### src/rtl/sqt_pkg.sv
// Shared types and constants for the shell quote tokenizer.
// No dependencies; every other file of the block but the two interfaces imports this package.
package sqt_pkg;

	localparam int WORD_SLOTS_DEF = 16;
	localparam logic [4:0] MAX_WORDS_RST = 5'd16;

	localparam int QDEPTH = 4;
	localparam int QAW = $clog2(QDEPTH);

	localparam logic [1:0] KIND_BYTE = 2'd0;
	localparam logic [1:0] KIND_TERM = 2'd1;
	localparam logic [1:0] KIND_STATUS = 2'd2;

	localparam logic [1:0] ERR_NONE = 2'd0;
	localparam logic [1:0] ERR_SYNTAX = 2'd1;
	localparam logic [1:0] ERR_TOO_MANY = 2'd2;

	localparam logic [7:0] CH_SPACE = 8'h20;
	localparam logic [7:0] CH_TAB = 8'h09;
	localparam logic [7:0] CH_LF = 8'h0A;
	localparam logic [7:0] CH_SQUOTE = 8'h27;
	localparam logic [7:0] CH_DQUOTE = 8'h22;
	localparam logic [7:0] CH_BSLASH = 8'h5C;
	localparam logic [7:0] CH_DOLLAR = 8'h24;
	localparam logic [7:0] CH_BTICK = 8'h60;

	// One queue entry describes the one or two beats that a single input causes.
	typedef enum logic [2:0] {
		OP_BYTE,
		OP_TERM,
		OP_STATUS,
		OP_BS_BYTE,
		OP_TERM_STATUS
	} op_t;

	typedef struct packed {
		op_t op;
		logic [7:0] data;
		logic [1:0] status;
		logic [4:0] count;
	} rec_t;

endpackage

### src/rtl/sqt_in_if.sv
// Input channel of the shell quote tokenizer: one line byte or end mark per beat.
// Depends on nothing.
interface sqt_in_if;
	logic valid;
	logic ready;
	logic [7:0] in_char;
	logic is_end;

	modport source (output valid, output in_char, output is_end, input ready);
	modport sink (input valid, input in_char, input is_end, output ready);
endinterface

### src/rtl/sqt_out_if.sv
// Output channel of the shell quote tokenizer: one word byte, terminator or status per beat.
// Depends on nothing.
interface sqt_out_if;
	logic valid;
	logic ready;
	logic [1:0] out_kind;
	logic [7:0] out_byte;
	logic [1:0] status_code;
	logic [4:0] word_count;
	logic last_of_run;

	modport source (output valid, output out_kind, output out_byte, output status_code,
		output word_count, output last_of_run, input ready);
	modport sink (input valid, input out_kind, input out_byte, input status_code,
		input word_count, input last_of_run, output ready);
endinterface

### src/rtl/sqt_front.sv
// Front end: accepts line bytes, tracks quote, escape and word state, and emits queue entries.
// Depends on sqt_pkg and sqt_in_if.
module sqt_front #(
	parameter int WORD_SLOTS = sqt_pkg::WORD_SLOTS_DEF
) (
	input logic clk,
	input logic arst_n,
	input logic cfg_we,
	input logic [4:0] cfg_wdata,
	sqt_in_if.sink in_ch,
	input logic q_full,
	output logic push,
	output sqt_pkg::rec_t push_rec
);
	import sqt_pkg::*;

	localparam int CW = $clog2(WORD_SLOTS + 1);
	localparam int LW = (CW > 5) ? CW : 5;

	logic [4:0] max_words_q;
	logic single_open_q, double_open_q, inside_word_q, has_content_q, escape_q;
	logic [CW-1:0] words_seen_q;
	logic [1:0] line_error_q;

	logic single_open_n, double_open_n, inside_word_n, has_content_n, escape_n;
	logic [CW-1:0] words_seen_n;
	logic [1:0] line_error_n;

	logic accept, emit, go, blank, special;
	logic [LW-1:0] limit;
	logic [7:0] c;

	assign in_ch.ready = !q_full;
	assign accept = in_ch.valid && in_ch.ready;
	assign push = accept && emit;
	assign c = in_ch.in_char;
	assign blank = (c inside {CH_SPACE, CH_TAB});
	assign special = (c inside {CH_DQUOTE, CH_BSLASH, CH_DOLLAR, CH_BTICK});
	assign limit = (LW'(max_words_q) < LW'(WORD_SLOTS)) ? LW'(max_words_q) : LW'(WORD_SLOTS);

	always_comb begin
		single_open_n = single_open_q;
		double_open_n = double_open_q;
		inside_word_n = inside_word_q;
		has_content_n = has_content_q;
		escape_n = escape_q;
		words_seen_n = words_seen_q;
		line_error_n = line_error_q;
		emit = 1'b0;
		go = 1'b0;
		push_rec.op = OP_BYTE;
		push_rec.data = c;
		push_rec.status = ERR_NONE;
		push_rec.count = 5'd0;
		if (in_ch.is_end) begin
			emit = 1'b1;
			push_rec.op = OP_STATUS;
			push_rec.data = 8'd0;
			if (line_error_q == ERR_NONE) begin
				if (escape_q) begin
					line_error_n = ERR_SYNTAX;
				end else if (inside_word_q) begin
					if (single_open_q || double_open_q || !has_content_q) begin
						line_error_n = ERR_SYNTAX;
					end else begin
						push_rec.op = OP_TERM_STATUS;
					end
				end
			end
			push_rec.status = line_error_n;
			push_rec.count = (line_error_n == ERR_NONE) ? 5'(words_seen_q) : 5'd0;
			single_open_n = 1'b0;
			double_open_n = 1'b0;
			inside_word_n = 1'b0;
			has_content_n = 1'b0;
			escape_n = 1'b0;
			words_seen_n = '0;
			line_error_n = ERR_NONE;
		end else if (line_error_q == ERR_NONE) begin
			if (escape_q) begin
				escape_n = 1'b0;
				if (c != CH_LF) begin
					emit = 1'b1;
					has_content_n = 1'b1;
					push_rec.op = (double_open_q && !special) ? OP_BS_BYTE : OP_BYTE;
				end
			end else begin
				go = 1'b1;
				if (!inside_word_q) begin
					if (blank) begin
						go = 1'b0;
					end else if (LW'(words_seen_q) >= limit) begin
						line_error_n = ERR_TOO_MANY;
						go = 1'b0;
					end else begin
						words_seen_n = words_seen_q + 1'b1;
						inside_word_n = 1'b1;
						has_content_n = 1'b0;
						single_open_n = 1'b0;
						double_open_n = 1'b0;
					end
				end
				if (go) begin
					if (!single_open_n && !double_open_n && blank) begin
						if (!has_content_n) begin
							line_error_n = ERR_SYNTAX;
						end else begin
							emit = 1'b1;
							push_rec.op = OP_TERM;
							push_rec.data = 8'd0;
							inside_word_n = 1'b0;
						end
					end else if (!double_open_n && c == CH_SQUOTE) begin
						single_open_n = !single_open_n;
						has_content_n = 1'b1;
					end else if (!single_open_n && c == CH_DQUOTE) begin
						double_open_n = !double_open_n;
						has_content_n = 1'b1;
					end else if (!single_open_n && c == CH_BSLASH) begin
						escape_n = 1'b1;
					end else begin
						emit = 1'b1;
						has_content_n = 1'b1;
					end
				end
			end
		end
	end

	always_ff @(posedge clk or negedge arst_n) begin
		if (!arst_n) begin
			max_words_q <= MAX_WORDS_RST;
		end else if (cfg_we) begin
			max_words_q <= cfg_wdata;
		end
	end

	always_ff @(posedge clk or negedge arst_n) begin
		if (!arst_n) begin
			single_open_q <= 1'b0;
			double_open_q <= 1'b0;
			inside_word_q <= 1'b0;
			has_content_q <= 1'b0;
			escape_q <= 1'b0;
			words_seen_q <= '0;
			line_error_q <= ERR_NONE;
		end else if (accept) begin
			single_open_q <= single_open_n;
			double_open_q <= double_open_n;
			inside_word_q <= inside_word_n;
			has_content_q <= has_content_n;
			escape_q <= escape_n;
			words_seen_q <= words_seen_n;
			line_error_q <= line_error_n;
		end
	end

endmodule

### src/rtl/sqt_fifo.sv
// Short queue of entries between the front end and the back end.
// Depends on sqt_pkg.
module sqt_fifo (
	input logic clk,
	input logic arst_n,
	input logic push,
	input sqt_pkg::rec_t push_rec,
	input logic pop,
	output logic full,
	output logic head_valid,
	output sqt_pkg::rec_t head_rec
);
	import sqt_pkg::*;

	rec_t mem_q [QDEPTH];
	logic [QAW-1:0] wptr_q, rptr_q;
	logic [QAW:0] cnt_q;

	assign full = (cnt_q == (QAW+1)'(QDEPTH));
	assign head_valid = (cnt_q != '0);
	assign head_rec = mem_q[rptr_q];

	always_ff @(posedge clk) begin
		if (push) begin
			mem_q[wptr_q] <= push_rec;
		end
	end

	always_ff @(posedge clk or negedge arst_n) begin
		if (!arst_n) begin
			wptr_q <= '0;
			rptr_q <= '0;
			cnt_q <= '0;
		end else begin
			if (push) begin
				wptr_q <= wptr_q + 1'b1;
			end
			if (pop) begin
				rptr_q <= rptr_q + 1'b1;
			end
			if (push && !pop) begin
				cnt_q <= cnt_q + 1'b1;
			end else if (pop && !push) begin
				cnt_q <= cnt_q - 1'b1;
			end
		end
	end

endmodule

### src/rtl/sqt_back.sv
// Back end: expands each queue entry into one or two output beats.
// Depends on sqt_pkg and sqt_out_if.
module sqt_back (
	input logic clk,
	input logic arst_n,
	input logic head_valid,
	input sqt_pkg::rec_t head_rec,
	output logic pop,
	sqt_out_if.source out_ch
);
	import sqt_pkg::*;

	logic phase_q;
	logic two, last, fire;

	assign two = (head_rec.op == OP_BS_BYTE) || (head_rec.op == OP_TERM_STATUS);
	assign last = !two || phase_q;
	assign fire = out_ch.valid && out_ch.ready;
	assign pop = fire && last;
	assign out_ch.valid = head_valid;
	assign out_ch.last_of_run = last;

	always_comb begin
		out_ch.out_kind = KIND_BYTE;
		out_ch.out_byte = 8'd0;
		out_ch.status_code = ERR_NONE;
		out_ch.word_count = 5'd0;
		case (head_rec.op)
			OP_BYTE: begin
				out_ch.out_byte = head_rec.data;
			end
			OP_TERM: begin
				out_ch.out_kind = KIND_TERM;
			end
			OP_STATUS: begin
				out_ch.out_kind = KIND_STATUS;
				out_ch.status_code = head_rec.status;
				out_ch.word_count = head_rec.count;
			end
			OP_BS_BYTE: begin
				out_ch.out_byte = phase_q ? head_rec.data : CH_BSLASH;
			end
			OP_TERM_STATUS: begin
				if (phase_q) begin
					out_ch.out_kind = KIND_STATUS;
					out_ch.status_code = head_rec.status;
					out_ch.word_count = head_rec.count;
				end else begin
					out_ch.out_kind = KIND_TERM;
				end
			end
			default: begin
				out_ch.out_kind = KIND_BYTE;
			end
		endcase
	end

	always_ff @(posedge clk or negedge arst_n) begin
		if (!arst_n) begin
			phase_q <= 1'b0;
		end else if (fire) begin
			phase_q <= !last;
		end
	end

endmodule

### src/rtl/shell_quote_tokenizer.sv
// Top level of the shell quote tokenizer: front end, entry queue and back end.
// Depends on sqt_pkg, sqt_in_if, sqt_out_if, sqt_front, sqt_fifo and sqt_back.
//
// The block splits a command line, fed one byte per beat and closed by an end
// beat, into words with shell quoting and escapes, and streams word bytes,
// word terminators and one status beat per line. It takes one input beat every
// cycle while the queue is not full: the front end updates its quote and word
// state in the same cycle it accepts a byte. An input gives zero, one or two
// output beats; the back end sends one beat per cycle while the receiver is
// ready, so a burst of two-beat inputs (a literal backslash in double quotes,
// or a line end that closes a word) is absorbed by the four-entry queue, which
// holds input off once full; entries are registered there before they are sent.
module shell_quote_tokenizer #(
	parameter int WORD_SLOTS = sqt_pkg::WORD_SLOTS_DEF
) (
	input logic clk,
	input logic arst_n,
	input logic cfg_we,
	input logic [4:0] cfg_wdata,
	sqt_in_if.sink in_ch,
	sqt_out_if.source out_ch
);
	import sqt_pkg::*;

	logic push, pop, q_full, head_valid;
	rec_t push_rec, head_rec;

	sqt_front #(
		.WORD_SLOTS(WORD_SLOTS)
	) u_front (
		.clk(clk),
		.arst_n(arst_n),
		.cfg_we(cfg_we),
		.cfg_wdata(cfg_wdata),
		.in_ch(in_ch),
		.q_full(q_full),
		.push(push),
		.push_rec(push_rec)
	);

	sqt_fifo u_fifo (
		.clk(clk),
		.arst_n(arst_n),
		.push(push),
		.push_rec(push_rec),
		.pop(pop),
		.full(q_full),
		.head_valid(head_valid),
		.head_rec(head_rec)
	);

	sqt_back u_back (
		.clk(clk),
		.arst_n(arst_n),
		.head_valid(head_valid),
		.head_rec(head_rec),
		.pop(pop),
		.out_ch(out_ch)
	);

endmodule

### src/flat_wrapper.sv
// flat-port wrapper written by rule: the top's interface ports become plain ports
module shell_quote_tokenizer_flat import sqt_pkg::*;
#(
	parameter int WORD_SLOTS = sqt_pkg::WORD_SLOTS_DEF
)
  (clk, arst_n, cfg_we, cfg_wdata, in_ch_valid, in_ch_in_char, in_ch_is_end, in_ch_ready, out_ch_valid, out_ch_out_kind, out_ch_out_byte, out_ch_status_code, out_ch_word_count, out_ch_last_of_run, out_ch_ready);
  sqt_in_if in_ch_i ();
  sqt_out_if out_ch_i ();
  input logic clk;
  input logic arst_n;
  input logic cfg_we;
  input logic [4:0] cfg_wdata;
  input wire logic [$bits(in_ch_i.valid)-1:0] in_ch_valid;
  input wire logic [$bits(in_ch_i.in_char)-1:0] in_ch_in_char;
  input wire logic [$bits(in_ch_i.is_end)-1:0] in_ch_is_end;
  output wire logic [$bits(in_ch_i.ready)-1:0] in_ch_ready;
  output wire logic [$bits(out_ch_i.valid)-1:0] out_ch_valid;
  output wire logic [$bits(out_ch_i.out_kind)-1:0] out_ch_out_kind;
  output wire logic [$bits(out_ch_i.out_byte)-1:0] out_ch_out_byte;
  output wire logic [$bits(out_ch_i.status_code)-1:0] out_ch_status_code;
  output wire logic [$bits(out_ch_i.word_count)-1:0] out_ch_word_count;
  output wire logic [$bits(out_ch_i.last_of_run)-1:0] out_ch_last_of_run;
  input wire logic [$bits(out_ch_i.ready)-1:0] out_ch_ready;
  assign in_ch_i.valid = in_ch_valid;
  assign in_ch_i.in_char = in_ch_in_char;
  assign in_ch_i.is_end = in_ch_is_end;
  assign in_ch_ready = in_ch_i.ready;
  assign out_ch_valid = out_ch_i.valid;
  assign out_ch_out_kind = out_ch_i.out_kind;
  assign out_ch_out_byte = out_ch_i.out_byte;
  assign out_ch_status_code = out_ch_i.status_code;
  assign out_ch_word_count = out_ch_i.word_count;
  assign out_ch_last_of_run = out_ch_i.last_of_run;
  assign out_ch_i.ready = out_ch_ready;
  shell_quote_tokenizer #(.WORD_SLOTS(WORD_SLOTS)) u_core (.clk(clk), .arst_n(arst_n), .cfg_we(cfg_we), .cfg_wdata(cfg_wdata), .in_ch(in_ch_i), .out_ch(out_ch_i));
endmodule
### config.mk
export PLATFORM = sky130hd
export DESIGN_NAME = shell_quote_tokenizer_flat
export DESIGN_NICKNAME = d
export VERILOG_FILES = /design/src/rtl/sqt_pkg.sv /design/src/rtl/sqt_in_if.sv /design/src/rtl/sqt_out_if.sv /design/src/rtl/sqt_front.sv /design/src/rtl/sqt_fifo.sv /design/src/rtl/sqt_back.sv /design/src/rtl/shell_quote_tokenizer.sv /design/src/flat_wrapper.sv
export SDC_FILE = /design/constraint.sdc
export NUM_CORES = 1
export LEC_CHECK = 0
export ABC_CLOCK_PERIOD_IN_PS = 4700
export BUFFER_PORTS_ARGS = -buffer_cell sky130_fd_sc_hd__buf_4
export CAP_MARGIN = 20
export CELL_PAD_IN_SITES_DETAIL_PLACEMENT = 0
export CELL_PAD_IN_SITES_GLOBAL_PLACEMENT = 2
export CORE_MARGIN = 2
export CORE_UTILIZATION = 42
export DETAILED_ROUTE_END_ITERATION = 8
export GPL_TIMING_DRIVEN = 0
export PLACE_DENSITY = 0.85
export RECOVER_POWER = 50
export REMOVE_ABC_BUFFERS = 1
export SLEW_MARGIN = 0
export SYNTH_ARGS = -nofsm -noshare
export SYNTH_HDL_FRONTEND = slang
export SYNTH_SLANG_ARGS = --single-unit
### constraint.sdc
create_clock -name clk -period 4.7 [get_ports clk]
set_clock_uncertainty 0.15 [all_clocks]
set_input_delay 0.235 -clock clk [delete_from_list [all_inputs] [get_ports clk]]
set_output_delay 0.235 -clock clk [all_outputs]
set_load 0.05 [all_outputs]
After elaboration in Yosys (flattened, before gate mapping)
Memory sizes are Yosys's and may differ from the RTL's.
Index checks and enable logic that the tools add are counted.
{ "classes": {"reduce_logical": 37, "addsub": 5, "n_eq_ne": 18, "mux": 118, "n_lt_le_gt_ge": 2} }
{ "op_table": {"columns": ["op", "count"], "rows": [
  ["$mux 1", 72],
  ["$mux 5", 9],
  ["$mux 2", 18],
  ["$eq 8x6->1 const B", 4],
  ["$mux 9", 3],
  ["$mux 11", 2],
  ["$mux 3", 7],
  ["$eq 8x7->1 const B", 2],
  ["$mux 8", 2],
  ["$pmux 8 s2", 1],
  ["$logic_and 1x1->1", 12],
  ["$pmux 5 s2", 1],
  ["$logic_not 1->1", 9],
  ["$eq 8x4->1 const B", 1],
  ["$ne 2x2->1 const B", 4],
  ["$ne 8x4->1 const B", 1],
  ["$mux 7", 1],
  ["$eq 3x2->1 const B", 2],
  ["$eq 3x3->1 const B", 2],
  ["$pmux 2 s3", 1],
  ["$reduce_and 3->1", 2],
  ["$reduce_and 6->1", 1],
  ["$reduce_bool 2->1", 3],
  ["$add 5x1->5 const B", 1],
  ["14 further kinds", 19]
]} }
{ "totals": {"input_bits": 19, "output_inout_bits": 20, "ram_bits": 72, "reg_bits": 25, "word_cells": 193, "memories": 1} }
{ "mem_list": {"columns": ["name", "words", "width", "read_ports", "rd_clocked_by_memory_dff", "wr", "line", "text"], "rows": [
  ["u_core.u_fifo.mem_q", 4, 18, 1, 0, 1, "sqt_fifo.sv:15", "rec_t mem_q [QDEPTH];"]
]} }

Depth between registers and ports, before layout
Gate-level depths: netlist of the first run.
{ "depth": {"ltp_word": 24, "ltp_mapped": 15, "depth_no_buf": 15} }

Modules after synthesis
A second synthesis of the first run with hierarchy kept.
{ "hier_totals": {"hier_cells": 355, "area_unflattened_um2": 4803.4} }
{ "modules_own_cells": {"columns": ["mod", "cells_each", "area_per_inst_um2", "n_inst", "seq_area_each_um2"], "rows": [
  ["sqt_fifo", 128, 2994.1, 1, 2337.2],
  ["sqt_front", 182, 1497.7, 1, 426.7],
  ["sqt_back", 45, 311.5, 1, 25.0]
]} }

Least setup slack after synthesis of the first run
Ideal clock, no wire load.
{ "synth_path": {"path_kind": "register -> register", "from": "reg u_core.u_front.max_words_q[4]", "to": "mem u_core.u_fifo.mem_q[0][0] (netlist bit) (enable)", "path_stages_with_launch": 10, "n_path_buf": 0, "setup_ns": 0.392, "period_less_slack_ns": 3.415, "path_slack_ns": 1.285, "required_time_ns": 4.158, "t_arrival_ns": 2.872, "path_cell_list": "dfstp_2 > inv_1 > nand2_1 > ha_1 > a21oi_1 > o21ai_4 > a211oi_1 > a21o_1 > a21oi_2 > nor2_1"} }
{ "synth_via": {"elab_chain_len": 22, "word_cells_on_any_way": 46, "classes_between": "order compare (2); mux (36); reduce/logical (8)"} }
{ "synth_lines": {"columns": ["element", "line", "text"], "rows": [
  ["start: declaration", "sqt_front.sv:20", "logic [4:0] max_words_q;"],
  ["start signal: assignment", "sqt_front.sv:134", "max_words_q <= cfg_wdata;"],
  ["$lt 5x5->1", "sqt_front.sv:39", "assign limit = (LW'(max_words_q) < LW'(WORD_SLOTS)) ? LW'(max_words_q) : LW'(WORD_SLOTS);"],
  ["$mux 5 *", "sqt_front.sv:39", null],
  ["$ge 5x5->1 *", "sqt_front.sv:92", "end else if (LW'(words_seen_q) >= limit) begin"],
  ["$mux 1", "sqt_front.sv:92", null],
  ["$mux 1", "sqt_front.sv:90", "if (blank) begin"],
  ["$mux 1", "sqt_front.sv:89", "if (!inside_word_q) begin"],
  ["$mux 1", "sqt_front.sv:80", "if (escape_q) begin"],
  ["$mux 1", "sqt_front.sv:79", "end else if (line_error_q == ERR_NONE) begin"],
  ["[6 not listed]", null, null],
  ["$mux 1", "sqt_front.sv:104", "if (!single_open_n && !double_open_n && blank) begin"],
  ["$mux 1 *", "sqt_front.sv:103", "if (go) begin"],
  ["$mux 1 *", "sqt_front.sv:80", null],
  ["$mux 1 *", "sqt_front.sv:79", null],
  ["$mux 1 *", "sqt_front.sv:55", "if (in_ch.is_end) begin"],
  ["$logic_and 1x1->1 *", "sqt_front.sv:35", "assign push = accept && emit;"],
  ["$mux 1 *", "sqt_fifo.sv:24", "if (push) begin"],
  ["$mux 1 (implied by the code) *", "sqt_fifo.sv:25", "mem_q[wptr_q] <= push_rec;"],
  ["end: declaration", "sqt_fifo.sv:15", null]
]} }
Every way passes the cells marked *; elsewhere a longest branch is shown, timed or not. The select of a mux whose other input is x is not followed.

Worst setup path after layout of the first run
{ "layout_path": {"from": "reg u_core.u_front.max_words_q[4]", "to": "reg u_core.u_fifo.cnt_q[2]"} }
{ "layout_via": {"elab_chain_len": 23, "word_cells_on_any_way": 49, "classes_between": "order compare (2); mux (35); reduce/logical (12)"} }
{ "layout_lines": {"columns": ["element", "line", "text"], "rows": [
  ["$lt 5x5->1", "sqt_front.sv:39", null],
  ["$mux 5 *", "sqt_front.sv:39", null],
  ["$ge 5x5->1 *", "sqt_front.sv:92", null],
  ["$mux 1", "sqt_front.sv:92", null],
  ["$mux 1", "sqt_front.sv:90", null],
  ["$mux 1", "sqt_front.sv:89", null],
  ["$mux 1", "sqt_front.sv:80", null],
  ["$mux 1", "sqt_front.sv:79", null],
  ["[8 not listed]", null, null],
  ["$mux 1 *", "sqt_front.sv:80", null],
  ["$mux 1 *", "sqt_front.sv:79", null],
  ["$mux 1 *", "sqt_front.sv:55", null],
  ["$logic_and 1x1->1 *", "sqt_front.sv:35", null],
  ["net u_core.push", "shell_quote_tokenizer.sv:25", "logic push, pop, q_full, head_valid;"],
  ["$logic_not 1->1", "sqt_fifo.sv:43", "end else if (pop && !push) begin"],
  ["$logic_and 1x1->1", "sqt_fifo.sv:43", null],
  ["$reduce_bool 2->1 (no source line)", null, null],
  ["end signal: assignment", "sqt_fifo.sv:42", "cnt_q <= cnt_q + 1'b1;"],
  ["end signal: assignment", "sqt_fifo.sv:44", "cnt_q <= cnt_q - 1'b1;"],
  ["end: declaration", "sqt_fifo.sv:17", "logic [QAW:0] cnt_q;"]
]} }
The timed path passes the listed nets; every way through them passes the cells marked *. The select of a mux whose other input is x is not followed.
A chain may end at the register's enable or synchronous reset.

==> summary by stage, run 1 <==
Outcome
The flow ran to the end, but the final reports show violations. The checks that failed: max-capacitance violations, max-slew violations.

Timing
The worst pin sits at a relative slew slack of -2.32%. The maximum achievable frequency is 0.249 GHz. In the post-route analysis, the smallest setup slack over all paths is 0.683 ns. The hold violation count in the final report is 0. The final critical-path share of the clock period is 85.5%.

The post-route worst hold slack is 0.0335 ns. Setup violations remaining at the end of the flow were counted as 0. The number of max-slew violations in the final report is 26. The slew of the pin with the lowest slew margin is 1.53 ns.

Setup repair after global routing left no endpoint under its margin. The final critical-path required period is 4.02 ns. In the final timing run, aggregate negative setup slack is 0 ns.

Finish
The area growth from synthesis to layout is 17.2%. Once layout is complete, the utilization of the core stands at 49.9%. The share of post-route cells with drive strength above 1 is 21.7%.

The number of antenna repair diodes is 0. The layout has 981 filler cells. The final net count is 449.

Global route
The global-route wire length before repair is 15,600 um. The met2 usage in global routing is 26.3%. Summed over all layers, the global routing overflow is 0. For this run, global-route usage on met3 was measured as 3.39%. The via count of the first global-routing pass is 3,031. The met1 global-route usage is 22.0%. The number of antenna violations at the first check in global routing is 0.

The pin count of the biggest net entering global routing is 26. met2 is the most crowded layer. The overall fraction of global-route tracks in use is 16.2%.

Critical path
The endpoint kind of the worst setup timing path is a flip-flop. The highest net fanout along the worst path is 5. STA puts the critical path data required time at 4.82 ns. The path depth of the worst reg2reg path is 15. The flop-to-flop setup slack is 0.68 ns. In this run the critical register-to-register path is captured at u_core.u_fifo.cnt_q[2]. Data arrives at the worst endpoint at 4.13 ns. The critical path in this run is classified as reg -> reg. The worst setup path is launched from a flip-flop. Following the worst setup path forward leads to its endpoint at u_core.u_fifo.cnt_q[2]. The worst register-to-register path begins at u_core.u_front.max_words_q[4].

The most critical setup path has its startpoint at u_core.u_front.max_words_q[4].

Synth
By area the synthesized netlist is led by sky130_fd_sc_hd__edfxtp_1 45%, sky130_fd_sc_hd__dfrtp_1 13%, sky130_fd_sc_hd__mux4_2 8.4%, sky130_fd_sc_hd__ha_1 2.9%, sky130_fd_sc_hd__nor2b_1 2.7%. Among all flip-flop cells after synthesis, the most frequent one is sky130_fd_sc_hd__edfxtp_1. The number of warnings issued by yosys is 0. Counting flops with an async set or reset pin after synthesis yields a share of 25.8%. The number of different library cells used by synthesis comes to 58. The per-instance average area after synthesis is 12.9 sq um. The sequential element share of the synthesized area is 58.1%. The number of instances in the synthesized netlist is 371. The count of flip-flops with a built-in enable after synthesis is 72. The synthesized design devotes to its leading area cell type 45.0% of total area.

The cell area that synthesis handed to floorplanning was 4800 sq um. The cell type with the highest aggregate area in the netlist is sky130_fd_sc_hd__edfxtp_1. The synthesized design contains 97 register bits.

Detailed routing
The remaining routing DRC violations is 0. Summed over all layers, the routed wires come to 9460 um. The count of TritonRoute iterations in the first routing pass is 4. After the first detailed-routing iteration, the DRC count stood at 144. The antenna violation net count after detailed routing is 0. The routed wire length per instance is 16.7 um.

Summing over every cut layer, the via total after detailed routing is 3,071. The number of vias per cell is 5.43.

Power and ir drop
Registers are responsible for 37.5% of the overall power. Summed over all nets, the switching power comes to 1.36 mW. Net switching is 39.4% of the power. Combinational cells account for 42.7% of the total power. The internal portion of total power is 2.08 mW. The clock group share of total power is 19.8%. Across the VDD grid, the largest voltage drop is 0.588 mV.

The static leakage is 2.12 nW. The power density relative to cell area is 611 nW/um^2. The total chip power is 3.44 mW.

Floorplan
The chip height is 111 um. The die is 111 um wide. The die footprint is 12,300 sq um. Row generation in the floorplan step produced 39 rows.

The initial core utilization is 42.6%. The total area inside the core boundary comes to 11,300 sq um. In this run the count of I/O pins placed on the die edge is 39.

Clock tree
For the worst-skew pair, the clock arrives at the later sink with an insertion delay of 0.34 ns. The root cell of the clock tree is sky130_fd_sc_hd__clkbuf_16. The H-tree depth is 3. Post-CTS timing repair inserted 0 buffers for setup.

The clock tree from TritonCTS is yes. The clock passes through at most 2 buffers. The clock sink total is 97. The clock buffer count from CTS is 9.

After clock tree synthesis, the clock-pin slew on the worst setup and hold paths is 0.07 ns.

Place
The number of buffer cells added on primary ports is 38. OpenSTA, run right after detailed placement, puts the worst setup slack at 0.784 ns. The weighted congestion at the end of routability-driven global placement is 0.813. The sum of net half-perimeters after detailed placement is 6740 um.

Hold path
The tightest min-delay check is of the in -> reg type.

Run
The tool flagged a number of max-cap violations equal to 1.
-- power groups by stage --
stage                     registers (mW)  logic [mW]  clock network, mW
final                               1.29        1.47              0.682
after global placement              1.33        1.39                  0
after detailed placement            1.31        1.50                  0
after global routing                1.32        1.59              0.741
after floorplan                     1.28        1.07                  0
after CTS                           1.29        1.51              0.701
-- stage by stage --
step | cells | instance area [sq um]
2_1_floorplan | 357 | 4750
3_5_place_dp | 543 | 5310
6_report | 566 | 5630
4_1_cts | 566 | 5660
5_1_grt | 566 | 5630
3_3_place_gp | 538 | 5210
-- Yosys cell counts (all sizes together), types with 2 or more instances --
master	n
nor2b	21
nor3	9
mux2	5
xnor2	3
edfxtp	72
and3	4
dfrtp	24
a211o	3
a21oi	17
nand2	29
nor2	30
o21ai	16
a31oi	3
a2111oi	2
or3	2
mux4	18
o41ai	2
nand3	7
ha	11
or3b	3
mux2i	4
clkbuf	11
a211oi	2
a22o	2
o211ai	2
nand4	3
inv	17
o21bai	2
a21o	3
nor4	4
and2	13
buf	3
nand3b	3
xor2	3
-- logic make-up after synthesis --
group / count (synthesis) / synth area share, %
AND/OR/NAND/NOR: 134 / 14.5
AO/OA/AOI/OAI: 64 / 10.2
flip-flops: 97 / 58.1
buffers and inverters: 31 / 2.48
adder cells (fa/ha/maj): 12 / 3.28
multiplexers: 27 / 10.4
XOR/XNOR: 6 / 1.09
-- worst max-delay path, stage by stage (launching register included) --
cell and delay [ns]:
sky130_fd_sc_hd__dfstp_2 0.53, sky130_fd_sc_hd__inv_1 0.08, sky130_fd_sc_hd__nand2_1 0.07, sky130_fd_sc_hd__ha_1 0.23, sky130_fd_sc_hd__a21oi_1 0.15, sky130_fd_sc_hd__o21ai_0 0.23, sky130_fd_sc_hd__a211oi_1 0.80, sky130_fd_sc_hd__a21o_1 0.32
sky130_fd_sc_hd__a21oi_2 0.14, sky130_fd_sc_hd__nor2_1 0.16, sky130_fd_sc_hd__ha_1 0.21, sky130_fd_sc_hd__inv_1 0.06, sky130_fd_sc_hd__fa_1 0.38, sky130_fd_sc_hd__xor2_1 0.17, sky130_fd_sc_hd__nor2_1 0.11, sky130_fd_sc_hd__xor2_1 0.15
-- state kept, by name (all words and copies together), names as in the netlist, 2 cells and up --
| signal | count |
|---|---|
| u_core.u_front.max_words_q | 5 |
| u_core.u_fifo.mem_q | 72 |
| u_core.u_fifo.rptr_q | 2 |
| u_core.u_fifo.wptr_q | 2 |
| u_core.u_front.line_error_q | 2 |
| u_core.u_front.words_seen_q | 5 |
| u_core.u_fifo.cnt_q | 3 |
-- area by class of cell --
class                   count  area (sq um)  share of cell area, %
clock buffers               9           225                   4.00
clock inverters             7          53.8                  0.956
inverters                  17          63.8                   1.13
multi-input cells         243          1890                   33.6
flip-flops and latches     97          2790                   49.6
well taps                 143           179                   3.18
repair buffers             50           424                   7.54
-- routing by layer --
metal  vias up  wire [um]
met4         0         87
met3         6        318
met2        44       4620
li1       1480          -
met1      1541       4440
met5         -          0
-- cells in the final DEF, fill, tap and decap left out, types with 5 or more instances in the layout --
cell type                       synthesis  layout
sky130_fd_sc_hd__dfrtp_1               24      24
sky130_fd_sc_hd__nor2b_1               21      21
sky130_fd_sc_hd__a21oi_1               16      16
sky130_fd_sc_hd__nand2_1               29      29
sky130_fd_sc_hd__inv_1                 17      17
sky130_fd_sc_hd__clkbuf_16              0       9
sky130_fd_sc_hd__o21ai_0               10      11
sky130_fd_sc_hd__edfxtp_1              72      72
sky130_fd_sc_hd__dlygate4sd3_1          0       7
sky130_fd_sc_hd__nor2_1                30      26
sky130_fd_sc_hd__mux4_2                18      18
sky130_fd_sc_hd__o21ai_1                5       5
sky130_fd_sc_hd__clkbuf_1              11       5
sky130_fd_sc_hd__nand3_1                7       7
sky130_fd_sc_hd__mux2_2                 5       5
sky130_fd_sc_hd__ha_1                  11      11
sky130_fd_sc_hd__nor3_1                 9       9
sky130_fd_sc_hd__buf_4                  0      33
sky130_fd_sc_hd__and2_0                 0       9
-- repair_timing --
action	in CTS	in global routing
gates resized for setup	0	0
hold buffers	7	0
hold endpoints to repair	30	0
-- how the worst min path moves through the flow --
stage / start / end / cells past startpoint
2_1_floorplan: arst_n / u_core.u_back.phase_q / 0
3_5_place_dp: arst_n / u_core.u_front.max_words_q[0] / 1
5_1_grt: out_ch_ready / u_core.u_back.phase_q / 3
4_1_cts: out_ch_ready / u_core.u_back.phase_q / 3
3_3_place_gp: arst_n / u_core.u_front.max_words_q[0] / 1
6_report: out_ch_ready / u_core.u_back.phase_q / 3
(Power assumes the default switching activity.)
==> run 2: changes to the inputs <==
--- a/config.mk
+++ b/config.mk
@@ -7,15 +7,14 @@
 export LEC_CHECK = 0
 export ABC_CLOCK_PERIOD_IN_PS = 4700
 export BUFFER_PORTS_ARGS = -buffer_cell sky130_fd_sc_hd__buf_4
-export CAP_MARGIN = 20
 export CELL_PAD_IN_SITES_DETAIL_PLACEMENT = 0
 export CELL_PAD_IN_SITES_GLOBAL_PLACEMENT = 2
 export CORE_MARGIN = 2
 export CORE_UTILIZATION = 42
+export CTS_BUF_LIST = sky130_fd_sc_hd__clkbuf_16
 export DETAILED_ROUTE_END_ITERATION = 8
 export GPL_TIMING_DRIVEN = 0
 export PLACE_DENSITY = 0.85
-export RECOVER_POWER = 50
 export REMOVE_ABC_BUFFERS = 1
 export SLEW_MARGIN = 0
 export SYNTH_ARGS = -nofsm -noshare
==> run 2 against run 1 <==
  * The flow now finishes without violations
  * Non-clock buffer count down 1
  * Total power down 0.32%
  * Combinational power down 3%
  * Fmax up 2.2%
  * Critical path type unchanged
==> summary by stage, run 2 (synthesis results as in run 1) <==
Detailed routing
The count of TritonRoute iterations in the first routing pass is 4 (unchanged). The antenna violation net count after detailed routing came to 0 (unchanged). The number of DRC markers in iteration 0 was 160 (was 144).

The via count of the routed design is 3,054 (was 3,071). The number of vias per cell came to 5.41 (was 5.43). The total wire length was 9450 um (was 9460 um). The routed wire length per instance is 16.7 um (about the same). The remaining routing DRC violations is 0 (unchanged).

Critical path
Cell-by-cell listing of the critical path: mux4_2, or3b_1, a21oi_1, nor2_1, inv_1, ha_1, inv_1, fa_1, xor2_1, nor2_1, xor2_1 (was inv_1, nand2_1, ha_1, a21oi_1, o21ai_0, a211oi_1, a21o_1, a21oi_2, nor2_1, ha_1, inv_1, fa_1, xor2_1, nor2_1, xor2_1). The required time of the critical path is 4.82 ns (about the same). The worst setup path category is reg -> reg (unchanged).

The delay of the slowest cell on the worst path is 1.12 ns (was 0.80 ns). The path depth of the worst reg2reg path is 11 (was 15). The kind of launch point of the worst setup path is a flip-flop (unchanged).

The endpoint kind of the worst setup timing path is a flip-flop (unchanged). The highest net fanout along the worst path is 20 (was 5). The slowest cell on the critical path is sky130_fd_sc_hd__dfrtp_1 (was sky130_fd_sc_hd__a211oi_1). The flop-to-flop setup slack is 0.77 ns (was 0.68 ns). The arrival time of data at the critical path endpoint is 4.05 ns (was 4.13 ns).

Timing
The slew of the pin with the lowest slew margin is 1.17 ns (was 1.53 ns). Unrepaired setup endpoints after global routing: false (unchanged). The number of endpoints failing setup at the final stage is 0 (unchanged). The worst relative slew slack is 21.8% (was -2.32%). The final critical-path share of the clock period is 83.6% (was 85.5%). The hold violation count in the final report is 0 (unchanged). The number of max-slew violations in the final report came to 0 (was 26). The final critical-path required period is 3.93 ns (was 4.02 ns). The final total negative setup slack was 0 ns (unchanged). The maximum achievable frequency came to 0.254 GHz (was 0.249 GHz).

Finish
The final cell utilization of the core is 50.0% (was 49.9%). The number of antenna repair diodes was 0 (unchanged). The share of post-route cells with drive strength above 1 is 23.0% (was 21.7%). The area growth from synthesis to final layout is 17.3% (was 17.2%). The register with the most flip-flops was u_core.u_fifo.mem_q (unchanged). Commonest non-fill, non-tap cells in the layout: 72 x sky130_fd_sc_hd__edfxtp_1, 38 x sky130_fd_sc_hd__buf_4, 29 x sky130_fd_sc_hd__nand2_1, 26 x sky130_fd_sc_hd__nor2_1, 24 x sky130_fd_sc_hd__dfrtp_1 (was 72 x sky130_fd_sc_hd__edfxtp_1, 33 x sky130_fd_sc_hd__buf_4, 29 x sky130_fd_sc_hd__nand2_1, 26 x sky130_fd_sc_hd__nor2_1, 24 x sky130_fd_sc_hd__dfrtp_1). The number of filler cells placed in the layout is 978 (was 981). The number of flip-flops in the largest register is 72 (unchanged).

The final net count is 448 (was 449). The most frequent standard cell in the layout excluding fill and tap cells was sky130_fd_sc_hd__edfxtp_1 (unchanged). Registers with the highest flip-flop counts: u_core.u_fifo.mem_q x72, u_core.u_front.max_words_q x5, u_core.u_front.words_seen_q x5 (unchanged).

Clock tree
The number of buffers on the longest clock path is 2 (unchanged). The root cell of the clock tree is sky130_fd_sc_hd__clkbuf_16 (unchanged). The H-tree depth came to 3 (unchanged). The clock buffer count from CTS is 9 (unchanged). The number of buffers inserted to repair setup after CTS is 0 (unchanged). The clock transition at the registers of the reported paths is 0.07 ns (about the same). The clock tree from TritonCTS is yes (unchanged).

The clock sink total came to 97 (unchanged). The clock insertion delay at the later pin of the skew report came to 0.35 ns (was 0.34 ns). The count of cells resized by post-cts repair is 0 (unchanged).

Global route
The number of antenna violations at the first check in global routing came to 0 (unchanged). The pin count of the biggest net entering global routing came to 26 (unchanged). The overall fraction of global-route tracks in use is 16.0% (was 16.2%).

The remaining global-route overflow is 0 (unchanged). The via count of the first global-routing pass is 3,009 (was 3,031). The global-route wire length before repair is 15,500 um (was 15,600 um).

Hold path
The number of cells traversed by the worst hold path is 3 (unchanged). The class of the worst hold path is in -> reg (unchanged).

Place
The number of buffer cells added on primary ports is 38 (unchanged). The sum of net half-perimeters after detailed placement is 6680 um (was 6740 um). The weighted congestion at the end of routability-driven global placement is 0.813 (unchanged).

Floorplan
The number of top-level design ports is 39 (unchanged). The initial core utilization came to 42.6% (unchanged). The overall die width is 111 um (unchanged).

The number of placement rows was 39 (unchanged). The chip height is 111 um (unchanged). The die footprint came to 12,300 sq um (unchanged). The placeable core region is 11,300 sq um (unchanged).

Power and ir drop
The total chip power is 3.43 mW (was 3.44 mW). The power density relative to cell area is 609 nW/um^2 (was 611 nW/um^2). The largest voltage drop on the vdd net was 0.392 mV (was 0.588 mV). The static leakage is 2.14 nW (was 2.12 nW).

Outcome
Status: finished clean (was finished with violations).

Run
The total of max-cap violations came to 0 (was 1).
## run 2: cell types whose count changed in the layout (fill, tap and decap cells not counted), moves of 2 or more
cell | previous run | this run
sky130_fd_sc_hd__clkbuf_1 | 5 | 0
sky130_fd_sc_hd__clkinv_4 | 0 | 2
sky130_fd_sc_hd__buf_4 | 33 | 38
sky130_fd_sc_hd__and2_1 | 4 | 13
sky130_fd_sc_hd__and2_0 | 9 | 0
## run 2: where the power goes
part           switching, mW  internal [mW]  leakage [nW]  total, mW
logic                  0.852          0.579          1.02       1.43
clock network          0.322          0.364         0.138      0.686
registers              0.180           1.13         0.986       1.31
total                   1.35           2.07          2.14       3.43
## run 2: per-stage QoR
step | setup slack, ns | hold slack (ns) | instance area [sq um] | instances
global placement | 0.342 | 0.0276 | 5210 | 538
detailed placement | 0.698 | 0.0259 | 5280 | 542
floorplan | 1.18 | -0.211 | 4750 | 357
global route | 0.345 | 0.0458 | 5630 | 565
CTS | 0.680 | 0.0316 | 5630 | 565
finish | 0.770 | 0.0384 | 5630 | 565
## run 2: final timing paths
| kind | endpoint | start |
|---|---|---|
| max | u_core.u_fifo.cnt_q[2] | u_core.u_fifo.rptr_q[0] |
| min | u_core.u_back.phase_q | out_ch_ready |
| max reg2reg | u_core.u_fifo.cnt_q[2] | u_core.u_fifo.rptr_q[0] |
| min reg2reg | u_core.u_fifo.cnt_q[2] | u_core.u_fifo.cnt_q[2] |
| max in group asynchronous | u_core.u_front.max_words_q[4] | arst_n |
| min in group asynchronous | u_core.u_front.inside_word_q | arst_n |
## run 2: routing by layer
| metal | up-vias | track usage [%] | part of all wire [%] |
|---|---|---|---|
| li1 | 1485 | - | - |
| met1 | 1499 | 21.3 | 46 |
| met2 | 59 | 26.6 | 49 |
| met3 | 11 | 3.17 | 3.4 |
| met4 | 0 | 5.33 | 1.5 |
| met5 | - | 0 | 0 |
## run 2: timing repair
action,4_1_cts,5_1_grt
endpoints found under the hold margin,30,0
hold buffers,7,0
setup endpoints to repair,0,0
## run 2: layout make-up
class	count	area (sq um)	area share (%)
inverters	17	63.8	1.13
clock buffers	9	225	4.00
flip-flops and latches	97	2790	49.5
multi-input cells	243	1900	33.8
repair buffers	49	415	7.38
well taps	143	179	3.18
clock inverters	7	55.1	0.978
## run 2: worst max-delay path: cells and delay by family (launching register included)
kind                     cells  cell delay, ns
multiplexers                 1            0.68
XOR/XNOR                     2            0.32
AO/OA/AOI/OAI                1            0.21
buffers and inverters        2            0.17
adder cells (fa/ha/maj)      2            0.57
AND/OR/NAND/NOR              3            0.63
flip-flops                   1            1.12
==> run 3: changes to the inputs <==
--- a/config.mk
+++ b/config.mk
@@ -5,16 +5,17 @@
 export SDC_FILE = /design/constraint.sdc
 export NUM_CORES = 1
 export LEC_CHECK = 0
-export ABC_CLOCK_PERIOD_IN_PS = 4700
+export ABC_AREA = 1
+export ABC_CLOCK_PERIOD_IN_PS = 3700
 export BUFFER_PORTS_ARGS = -buffer_cell sky130_fd_sc_hd__buf_4
 export CELL_PAD_IN_SITES_DETAIL_PLACEMENT = 0
 export CELL_PAD_IN_SITES_GLOBAL_PLACEMENT = 2
 export CORE_MARGIN = 2
-export CORE_UTILIZATION = 42
+export CORE_UTILIZATION = 38
 export CTS_BUF_LIST = sky130_fd_sc_hd__clkbuf_16
 export DETAILED_ROUTE_END_ITERATION = 8
 export GPL_TIMING_DRIVEN = 0
-export PLACE_DENSITY = 0.85
+export PLACE_DENSITY = 0.83
 export REMOVE_ABC_BUFFERS = 1
 export SLEW_MARGIN = 0
 export SYNTH_ARGS = -nofsm -noshare
==> constraint.sdc (replaced) <==
create_clock -name clk -period 3.7 [get_ports clk]
set_clock_uncertainty 0.15 [all_clocks]
set_input_delay 0.185 -clock clk [delete_from_list [all_inputs] [get_ports clk]]
set_output_delay 0.185 -clock clk [all_outputs]
set_load 0.05 [all_outputs]
==> run 3 against run 2 <==
  * Clock-buffer cell count is the same
  * Via count grew 11%
  * Largest power group unchanged
  * Wire length grew 4.9%
  * Sequential share of layout area shrank 0.67 points
  * Flip-flop and latch count is the same
  * Cell count grew 27%
  * Utilization shrank 4.3 points
  * Register-to-register slack lost 0.52 ns
  * Critical path type unchanged
  * Design area grew 1.5%
  * Sequential power grew 27%
  * Combinational power grew 46%
  * Die area grew 11%
  * Critical endpoint unchanged
==> summary by stage, run 3 <==
Outcome
Status: finished clean (unchanged).

Detailed routing
The remaining routing DRC violations came to 0 (unchanged). The number of DRC markers in iteration 0 was 160 (unchanged). The antenna violation net count after detailed routing was 0 (unchanged). The count of TritonRoute iterations in the first routing pass is 4 (unchanged).

The number of vias per cell is 4.74 (was 5.41). The via count of the routed design was 3,396 (was 3,054). The total wire length is 9920 um (was 9450 um). The routed wire length per instance is 13.9 um (was 16.7 um).

Critical path
The arrival time of data at the critical path endpoint was 3.53 ns (was 4.05 ns). The kind of launch point of the worst setup path is a flip-flop (unchanged). The required time of the critical path is 3.78 ns (was 4.82 ns). The worst setup path category is reg -> reg (unchanged). The delay of the slowest cell on the worst path was 0.72 ns (was 1.12 ns).

Among the stages of the critical path, the cell type that occurs most often is sky130_fd_sc_hd__nand2_1. Cell-by-cell listing of the critical path: inv_2, nand2_1, nand3_1, nand2_1, nand3_1, nor2_2, nand2_1, nand2_2, nor2_4, inv_1, ha_1, inv_1, fa_1, a21oi_1, o21ai_0, xor2_1 (was mux4_2, or3b_1, a21oi_1, nor2_1, inv_1, ha_1, inv_1, fa_1, xor2_1, nor2_1, xor2_1). The slowest cell on the critical path is sky130_fd_sc_hd__dfrtp_4 (was sky130_fd_sc_hd__dfrtp_1). The highest net fanout along the worst path was 42 (was 20). The endpoint kind of the worst setup timing path is a flip-flop (unchanged).

Floorplan
The overall die width is 117 um (was 111 um). The number of placement rows is 41 (was 39). The number of top-level design ports is 39 (unchanged).

The chip height came to 117 um (was 111 um). The die footprint was 13,700 sq um (was 12,300 sq um). The initial core utilization is 38.7% (was 42.6%). The placeable core region is 12,500 sq um (was 11,300 sq um).

Finish
The filler-free cell count of the finished design is 716 (was 565). The final net count is 570 (was 448). The number of antenna repair diodes came to 0 (unchanged). The most frequent standard cell in the layout excluding fill and tap cells is sky130_fd_sc_hd__nor2_1 (was sky130_fd_sc_hd__edfxtp_1). The register with the most flip-flops is u_core.u_fifo.mem_q (unchanged). The number of flip-flops in the largest register came to 72 (unchanged).

The area growth from synthesis to final layout came to 17.9% (was 17.3%). The final design instance area without fill is 5720 sq um (was 5630 sq um). The share of post-route cells with drive strength above 1 is 19.3% (was 23.0%). The final cell utilization of the core is 45.7% (was 50.0%). Commonest non-fill, non-tap cells in the layout: 81 x sky130_fd_sc_hd__nor2_1, 72 x sky130_fd_sc_hd__edfxtp_1, 69 x sky130_fd_sc_hd__nand2_1, 53 x sky130_fd_sc_hd__inv_1, 40 x sky130_fd_sc_hd__o21ai_0 (was 72 x sky130_fd_sc_hd__edfxtp_1, 38 x sky130_fd_sc_hd__buf_4, 29 x sky130_fd_sc_hd__nand2_1, 26 x sky130_fd_sc_hd__nor2_1, 24 x sky130_fd_sc_hd__dfrtp_1). Registers with the highest flip-flop counts: u_core.u_fifo.mem_q x72, u_core.u_front.max_words_q x5, u_core.u_front.words_seen_q x5 (unchanged).

Hold path
The class of the worst hold path is in -> reg (unchanged).

Place
The total placed cells including tap cells came to 687 (was 542). The number of buffer cells added on primary ports came to 38 (unchanged). The placement-stage cell area is 5280 sq um (about the same). The weighted congestion at the end of routability-driven global placement is 0.811 (was 0.813). The sum of net half-perimeters after detailed placement is 6900 um (was 6680 um).

Synth
The number of register bits inferred by synthesis was 97 (unchanged). The sequential element share of the synthesized area is 57.5% (was 58.1%). The distinct cell type count after synthesis is 40 (was 58). The fraction of post-synthesis cell area in the top cell type by area came to 44.6% (was 45.0%). The share of synthesized flip-flops with an asynchronous set or reset is 25.8% (unchanged). The number of warnings issued by yosys came to 0 (unchanged). The number of instances in the synthesized netlist is 491 (was 371). The cell area after synthesis is 4850 sq um (was 4800 sq um). Commonest cells post-synth: 81 x sky130_fd_sc_hd__nor2_1, 72 x sky130_fd_sc_hd__edfxtp_1, 69 x sky130_fd_sc_hd__nand2_1 (was 72 x sky130_fd_sc_hd__edfxtp_1, 30 x sky130_fd_sc_hd__nor2_1, 29 x sky130_fd_sc_hd__nand2_1). Top cells by area in the synthesized netlist: sky130_fd_sc_hd__edfxtp_1 45%, sky130_fd_sc_hd__dfrtp_1 12%, sky130_fd_sc_hd__nor2_1 6.3%, sky130_fd_sc_hd__nand2_1 5.3%, sky130_fd_sc_hd__o21ai_0 4.1% (was sky130_fd_sc_hd__edfxtp_1 45%, sky130_fd_sc_hd__dfrtp_1 13%, sky130_fd_sc_hd__mux4_2 8.4%, sky130_fd_sc_hd__ha_1 2.9%, sky130_fd_sc_hd__nor2b_1 2.7%). The count of flip-flops with a built-in enable after synthesis was 72 (unchanged). The leading cell type by number of instances after synthesis is sky130_fd_sc_hd__nor2_1 (was sky130_fd_sc_hd__edfxtp_1).

The cell type with the highest aggregate area in the netlist is sky130_fd_sc_hd__edfxtp_1 (unchanged). The per-instance average area after synthesis was 9.87 sq um (was 12.9 sq um). The main flop type after synthesis is sky130_fd_sc_hd__edfxtp_1 (unchanged).

Clock tree
The H-tree depth is 3 (unchanged). The clock buffer count from CTS is 9 (unchanged). The clock tree from TritonCTS is yes (unchanged).

The clock insertion delay at the later pin of the skew report was 0.35 ns (about the same). The clock transition at the registers of the reported paths is 0.07 ns (about the same). The root cell of the clock tree is sky130_fd_sc_hd__clkbuf_16 (unchanged).

The clock sink total is 97 (unchanged). The number of buffers on the longest clock path is 2 (unchanged).

Global route
The global-route wire length before repair was 16,300 um (was 15,500 um). The via count of the first global-routing pass is 3,391 (was 3,009). The overall fraction of global-route tracks in use is 15.9% (was 16.0%). The number of antenna violations at the first check in global routing is 0 (unchanged).

The remaining global-route overflow is 0 (unchanged). The pin count of the biggest net entering global routing is 43 (was 26).

Timing
The maximum achievable frequency is 0.290 GHz (was 0.254 GHz). The slew of the pin with the lowest slew margin was 0.763 ns (was 1.17 ns). The final total negative setup slack is 0 ns (unchanged). The post-route worst hold slack is 0.0314 ns (was 0.0384 ns).

The final critical-path share of the clock period is 93.3% (was 83.6%). The final critical-path required period is 3.45 ns (was 3.93 ns). Unrepaired setup endpoints after global routing: false (unchanged). The worst relative slew slack was 49.1% (was 21.8%). The number of max-slew violations in the final report was 0 (unchanged).

The number of endpoints failing setup at the final stage is 0 (unchanged). The hold violation count in the final report is 0 (unchanged).

Power and ir drop
The combinational cell fraction of total power is 45.3% (was 41.8%). The proportion of total power due to net switching is 45.1% (was 39.5%). The clock group share of total power is 18.7% (was 20.0%). The power density relative to cell area is 809 nW/um^2 (was 609 nW/um^2). The largest voltage drop on the vdd net was 0.259 mV (was 0.392 mV). The static leakage is 2.36 nW (was 2.14 nW). The sequential power share is 36.0% (was 38.2%).

The internal portion of total power came to 2.54 mW (was 2.07 mW). The net switching power figure is 2.08 mW (was 1.35 mW).

Run
The total of max-cap violations is 0 (unchanged).
[run 3: cell count changes in the layout (fill, tap and decap cells not counted), sizes merged, moves of 13 or more]
cell and delta:
o21ai +24, nor2 +69, and2 -13, inv +42, nand2 +56, nand3 +13, nor2b -21, mux4 -18
[run 3: layout make-up]
class                      count  area, sq um
clock buffer                   9          225
inverter                      58          218
timing repair buffer          51          415
tap                          172          215
fill                        1213         6800
sequential                    97         2790
clock inverter                 7         53.8
multi-input combinational    322         1800
[run 3: worst max-delay path, delay by kind of cell (launching register included)]
family | cells | cell delay, ns
buf+inv | 3 | 0.48
flops | 1 | 0.72
simple gates | 8 | 1.01
fa+ha+maj | 2 | 0.55
compound gates | 2 | 0.26
xor+xnor | 1 | 0.15
[run 3: worst paths after layout]
check / startpoint / end / slack (ns) / depth (start not counted)
worst max register to register: u_core.u_fifo.rptr_q[0] / u_core.u_fifo.cnt_q[2] / 0.25 / 16
worst min register to register: u_core.u_front.line_error_q[0] / u_core.u_front.line_error_q[0] / 0.39 / 2
worst max-delay path: u_core.u_fifo.rptr_q[0] / u_core.u_fifo.cnt_q[2] / 0.25 / 16
worst min-delay path: out_ch_ready / u_core.u_back.phase_q / 0.03 / 3
min in group asynchronous: arst_n / u_core.u_front.max_words_q[3] / 0.14 / 2
max in group asynchronous: arst_n / u_core.u_front.max_words_q[4] / 2.95 / 2
[run 3: repair_timing]
| item | 4_1_cts | 5_1_grt |
|---|---|---|
| pin swaps | 0 | 0 |
| setup endpoints to repair | 18 | 41 |
| resized for setup | 1 | 5 |
| buffers inserted | 0 | 0 |
| gates cloned | 0 | 0 |
| endpoints found under the hold margin | 30 | 0 |
| hold buffers | 13 | 0 |
[run 3: kinds of logic after synthesis]
family                     count (synthesis)  synth area share [%]
xor gates and xnor gates                   7                  1.26
AOI/OAI and AO/OA                         79                  9.47
buffers and inverters                     72                  5.81
and+or+nand+nor                          221                  22.0
adders and majority gates                 12                  3.25
DFF                                       97                  57.5
muxes                                      3                 0.697
[run 3: power groups by stage]
stage                     clock [mW]  combinational, mW  sequential, mW
after global placement             0               2.07            1.68
final                          0.865               2.09            1.66
after detailed placement           0               2.09            1.69
after global routing           0.927               2.31            1.70
after floorplan                    0               1.53            1.62
after CTS                      0.874               2.11            1.67
[run 3: layer usage]
layer	vias up	GRT usage, %	part of all wire [%]
met4	0	6.75	1.8
met5	-	0	0
li1	1745	-	-
met1	1595	19.2	44
met2	41	28.1	51
met3	15	2.94	3.4
[run 3: per-stage QoR]
| stage | setup WS [ns] | power (mW) |
|---|---|---|
| floorplan | 0.166 | 3.15 |
| global placement | -0.499 | 3.74 |
| detailed placement | -0.582 | 3.78 |
| CTS | 0.00366 | 4.65 |
| global route | 0.0129 | 4.94 |
| finish | 0.248 | 4.62 |
